File: src/hw/rtl/q24_8_fixed_point_alu_assert.svh
// Assertion macros for the fixed-point ALU.
// Used by the top level only; needs a clk and rst in scope.
`ifndef Q24_8_FIXED_POINT_ALU_ASSERT_SVH
`define Q24_8_FIXED_POINT_ALU_ASSERT_SVH
`ifndef NO_ASSERTIONS
// same-cycle implication
`define FPA_ASSERT_IMPLY(label, cond, prop) \
  label: assert property (@(posedge clk) disable iff (rst) (cond) |-> (prop)) \
    else $error("fixed-point alu assertion failed");
// next-cycle implication
`define FPA_ASSERT_NEXT(label, cond, prop) \
  label: assert property (@(posedge clk) disable iff (rst) (cond) |=> (prop)) \
    else $error("fixed-point alu assertion failed");
`else
`define FPA_ASSERT_IMPLY(label, cond, prop)
`define FPA_ASSERT_NEXT(label, cond, prop)
`endif
`endif

File: src/hw/rtl/fpa_pkg.sv
// Shared types and constants of the fixed-point ALU.
// No dependencies.
`default_nettype none
package fpa_pkg;
  localparam int FRAC = 8;
  localparam int DIV_W = 32 + FRAC;
  localparam logic [63:0] MUL_BIAS = 64'((64'd1 << FRAC) - 64'd1);
  localparam logic [31:0] INT_BIAS = 32'((64'd1 << FRAC) - 64'd1);

  typedef enum logic [3:0] {
    OP_ADD = 4'd0, OP_SUB = 4'd1, OP_MUL = 4'd2, OP_DIV = 4'd3,
    OP_GT = 4'd4, OP_LT = 4'd5, OP_GE = 4'd6, OP_LE = 4'd7,
    OP_EQ = 4'd8, OP_NE = 4'd9, OP_MIN = 4'd10, OP_MAX = 4'd11,
    OP_INC = 4'd12, OP_DEC = 4'd13, OP_TO_INT = 4'd14, OP_FROM_INT = 4'd15
  } op_t;

  // sideband that rides along the pipeline
  typedef struct packed {
    logic        valid;
    op_t         op;
    logic [31:0] value;
    logic        cmp;
    logic        dz;
    logic        neg;
  } side_t;

  // divider working set handed from cell to cell
  typedef struct packed {
    logic [31:0]      rem;
    logic [DIV_W-1:0] dvd;
    logic [31:0]      dsr;
  } div_t;
endpackage
`default_nettype wire

File: src/hw/rtl/fpa_div_cell.sv
// One restoring-division cell: produces one quotient bit per beat.
// Depends on fpa_pkg.
`default_nettype none
module fpa_div_cell (
  input  wire                  clk,
  input  wire                  rst,
  input  wire                  en,
  input  wire fpa_pkg::side_t  side_in,
  input  wire fpa_pkg::div_t   div_in,
  output fpa_pkg::side_t       side_out,
  output fpa_pkg::div_t        div_out
);
  fpa_pkg::div_t div_next;
  logic [32:0] trial;
  logic        qbit;

  // shift in next dividend bit, subtract if it fits
  always_comb begin
    trial = {div_in.rem, div_in.dvd[fpa_pkg::DIV_W-1]};
    qbit = trial >= {1'b0, div_in.dsr};
    div_next.dsr = div_in.dsr;
    div_next.rem = qbit ? 32'(trial - {1'b0, div_in.dsr}) : trial[31:0];
    div_next.dvd = {div_in.dvd[fpa_pkg::DIV_W-2:0], qbit};
  end

  always_ff @(posedge clk) begin
    if (rst) begin
      side_out.valid <= 1'b0;
    end else if (en) begin
      side_out <= side_in;
    end
    if (en) begin
      div_out <= div_next;
    end
  end
endmodule
`default_nettype wire

File: config.mk
export PLATFORM = sky130hd
export DESIGN_NAME = fpa_div_cell
export DESIGN_NICKNAME = d
export VERILOG_FILES = /design/src/hw/rtl/q24_8_fixed_point_alu_assert.svh /design/src/hw/rtl/fpa_pkg.sv /design/src/hw/rtl/fpa_div_cell.sv
export SDC_FILE = /design/constraint.sdc
export NUM_CORES = 1
export LEC_CHECK = 0
export BUFFER_PORTS_ARGS = -buffer_cell sky130_fd_sc_hd__buf_2
export CORE_MARGIN = 5
export CORE_UTILIZATION = 51
export CTS_BUF_LIST = sky130_fd_sc_hd__clkbuf_16
export DETAILED_ROUTE_END_ITERATION = 10
export GPL_TIMING_DRIVEN = 0
export PLACE_DENSITY = 0.91
export SLEW_MARGIN = 20
export SYNTH_ARGS = -nofsm -noshare
export SYNTH_HDL_FRONTEND = slang
export SYNTH_SLANG_ARGS = --single-unit
File: constraint.sdc
create_clock -name clk -period 6.7 [get_ports clk]
set_clock_uncertainty 0.2 [all_clocks]
set_input_delay 0.335 -clock clk [delete_from_list [all_inputs] [get_ports clk]]
set_output_delay 0.335 -clock clk [all_outputs]
set_load 0.02 [all_outputs]
Yosys cells after proc, flatten, opt, wreduce, memory -nomap -nowiden
Index checks and enable logic that the tools add are counted.

Bitwise logic cells: 1. Reduce and logical (&&, ||, !) cells: 1. Muxes and demuxes: 1. Add/sub/neg operators: 1. Order comparisons: 1.

Operators with widths (count): $ge 33x32->1 (1); $mux 32 (1); $sub 32x32->32 (1); $reduce_and 2->1 (1); $not 1->1 (1).

Output and inout port bits: 144. Input bits: 147. Register bits after elaboration: 144. Logic and storage cells: 14.

Depth between registers and ports, before layout
Word-level depth: 2. Depth in mapped cells: 13. Depth with buffers taken out: 12.

Worst setup path after synthesis
Ideal clock, no wire load.

Kind: input to register. Start: input div_in[7] (netlist name). End: register div_out[102] (netlist name) (data pin). Slack: 3390 ps. Stages: 12. Buffers on the path: 2. Data arrival time: 2848 ps. Required time: 6238 ps. Library setup time: 262 ps. Cells stage by stage: inv_1 -> ha_1 -> buf_2 -> nand4_1 -> or4_1 -> a21oi_1 -> nor3_1 -> a211oi_2 -> o21ai_2 -> o31ai_4 -> buf_4 -> mux2_1.

RTL lines: start: declaration (line fpa_div_cell.sv:9) `input wire fpa_pkg::div_t div_in,`; end signal: assignment (line fpa_div_cell.sv:33) `div_out <= div_next;`; end: declaration (line fpa_div_cell.sv:11) `output fpa_pkg::div_t div_out`.

==> results.md <==
* First-pass GRT wire length at 34,500 um
* Yosys cell types at 48
* 1st-iter DRT viols at 677
* Final hold viol count at 0
* Final core occ at 79.2%
* RSZ-0062 raised after global routing: false
* Clk network pwr share at 36.2%
* Slew @ Worst Pin at 0.557 ns
* Vias at 5,868
* Net switching power at 0.751 mW
* Synth warn at 0
* Peak VDD IR at 0.134 mV
* Worst Setup Start Kind: input port
* # port buffers at 290
* Outcome: complete, no violations
* TritonCTS buffer count at 17
* Fill cells at 749
* H-tree Lvls at 4
* Number of synthesized flops with an enable pin at 143
* Slew headroom at 62.9%
* Arrival @ worst endpoint at 4.08 ns
* Setup TNS at 0 ns
* DRT antenna net count at 0
* Mapped Cells at 490
* Register Area at 4310 um2
* Vias per cell at 5.34
* Clock sinks at 144
* Number of setup violations in the final report at 0
* Synth async-reset ratio at 0%
* Setup CP Type: in2reg
* Pwr/cell area at 266 nW/um2
* Largest net degree at the start of global routing at 55
* Overall routing resource usage at 31.0%
* Die width at 123 um
* Post-CTS Resized at 0
* Clock slew at reported path FFs at 0.06 ns
* # IOs at 291
* Int Pwr at 1.91 mW
* Critical Path Fanout Max at 10
* HPWL after DPL at 14,700 um
* P&R area growth vs syn at 52.8%
* Residual DRC at 0
* CTS tree: built
* Combinational power share at 21.7%
* Share of post-route cells with drive strength above 1 at 37.3%
* Hold Crit Class: in2reg
* Via count of the first global-routing pass at 6,228
* Synthesized Nets at 670
* Placed Instance Area at 8280 um2
* Post-Syn Area per Cell at 13.3 um2
* Chip height at 123 um
* Most frequent cells in the layout: 297 x buf_2, 143 x edfxtp_1, 112 x dlygate4sd3_1
* Seq/Total Area, Yosys at 66.0%
* Drt pass-1 iters at 7
* Ys flop type: edfxtp_1
* Pleak at 4.44 nW
* Overflow after GRT at 0
* Register bit count reported by yosys at 144
* Seq pwr share at 42.1%
* CTS root buf: clkbuf_16
* Commonest non-fill, non-tap cell in the layout: buf_2
* Clk_lat worst skew at 0.41 ns
* Fmax at 243 MHz
* Core area at 12,600 um2
* Sw Share at 28.3%
* CP required at 6.66 ns
* CP endpoint kind: flip-flop
* Period minus WS final at 4.12 ns
* Mapped Area at 6540 um2
* Period utilization at 61.5%
* Initial Util at 51.8%
* Post-CTS setup buffers at 0
* Die Footprint at 15,200 um2
* Cell Rows at 41
* Final nets at 1,093
* Max cap viols at 0
* Antenna violations before repair at 1
* RePlAce Congestion at 0.899
* Slew Viols, Final at 0
* Area taken by multi-input logic gates at 2010 um2
* Longest Clk Path Bufs at 2
* Wire length per cell at 21.5 um
* Post-route design area at 9990 um2
* Final wirelength at 23,700 um
[power groups by stage]
stage	Clock [mW]	Combinational, mW	Sequential, mW
2_1_floorplan	0	0.190	1.25
3_3_place_gp	0	0.486	1.13
3_5_place_dp	0	0.504	1.13
4_1_cts	0.954	0.562	1.11
5_1_grt	1.01	0.618	1.13
6_report	0.962	0.577	1.12
[routing by layer]
layer / vias to the layer above / wire [um] / track usage [%] / part of all wire, %
met5: - / 0 / 1.04 / 0
met4: 0 / 1350 / 17.6 / 5.7
met2: 360 / 11900 / 53.2 / 50
met3: 97 / 2190 / 10.9 / 9.3
met1: 2744 / 8170 / 33.0 / 35
li1: 2667 / - / - / -
[critical path, cell delays in order]
cell	delay, ns
dlygate4sd3_1	0.53
buf_2	0.13
inv_1	0.04
ha_1	0.26
clkbuf_1	0.30
nand4_1	0.20
or4_1	0.44
a21oi_1	0.13
nor3_1	0.11
a211oi_2	0.26
o21ai_2	0.17
o31ai_4	0.54
buf_4	0.30
buf_4	0.22
a21oi_1	0.11
[logic make-up (layout without fill, tap and decap cells)]
| logic type | after synthesis | count (layout) | share of synthesized area, % |
|---|---|---|---|
| buffers and inverters | 55 | 490 | 3.50 |
| AOI/OAI and AO/OA | 118 | 118 | 11.2 |
| muxes | 13 | 13 | 2.18 |
| xor gates and xnor gates | 27 | 27 | 3.62 |
| DFF | 144 | 144 | 66.0 |
| and+or+nand+nor | 100 | 100 | 7.08 |
| adders and majority gates | 33 | 33 | 6.43 |
| other | 0 | 1 | 0 |
[synth_stat cells, drive strengths merged (2+ instances only)]
library cell / count / area, um2
a211o: 2 / 17.5
nand3: 8 / 40.0
nand4: 7 / 43.8
nor2b: 3 / 18.8
clkbuf: 6 / 23.8
o21a: 6 / 45.0
mux2i: 3 / 30.0
o21ai: 17 / 88.8
a2bb2oi: 2 / 17.5
mux2: 10 / 113
and4: 2 / 17.5
nand2b: 4 / 25.0
nor3: 2 / 10.0
a21oi: 54 / 270
a21o: 12 / 90.1
xor2: 11 / 96.3
o41ai: 2 / 17.5
xnor2: 16 / 140
edfxtp: 143 / 4290
o31ai: 2 / 28.8
a211oi: 4 / 35.0
nor4: 4 / 25.0
inv: 38 / 143
a31oi: 5 / 31.3
ha: 32 / 400
nor2: 37 / 139
o21bai: 3 / 22.5
buf: 11 / 62.6
o211ai: 4 / 30.0
nand2: 27 / 101
o22ai: 2 / 12.5
[final cells by class]
type | instances | area share (%)
Sequential cell | 144 | 43.2
Timing Repair Buffer | 404 | 26.4
Multi-Input combinational cell | 291 | 20.1
Clock buffer | 17 | 4.26
Tap cell | 172 | 2.15
Clock inverter | 14 | 1.67
Inverter | 38 | 1.43
Buffer | 17 | 0.864
Antenna cell | 1 | 0.0250
[repair_timing]
item	in CTS	in global routing
hold endpoints to repair	111	0
hold buffers	112	0
endpoints found under the setup margin	0	0
[path summary, 6_finish.rpt]
check | start | endpoint | slack (ns) | depth (start not counted)
worst min register to register | side_out[39]$_SDFFE_PP0P_ | side_out[39]$_SDFFE_PP0P_ | 0.93 | 3
worst min-delay path | div_in[84] | div_out[85]$_DFFE_PP_ | 0.02 | 2
worst max-delay path | div_in[11] | div_out[74]$_DFFE_PP_ | 2.58 | 15
worst max register to register | side_out[39]$_SDFFE_PP0P_ | side_out[39]$_SDFFE_PP0P_ | 5.26 | 3
[registers in the layout, indices dropped and copies added (netlist names)]
signal    flops
side_out     40
div_out     104
[through the flow]
step	hold slack [ns]	instances	total power, mW	setup WS (ns)
after CTS	0.00340	1097	2.63	2.65
after global routing	0.0260	1098	2.75	2.35
after detailed placement	0.313	954	1.64	2.75
after floorplan	0.207	490	1.44	3.39
final	0.0216	1098	2.66	2.58
after global placement	0.281	952	1.62	1.49
No activity file was read; power rests on OpenSTA's default activity.
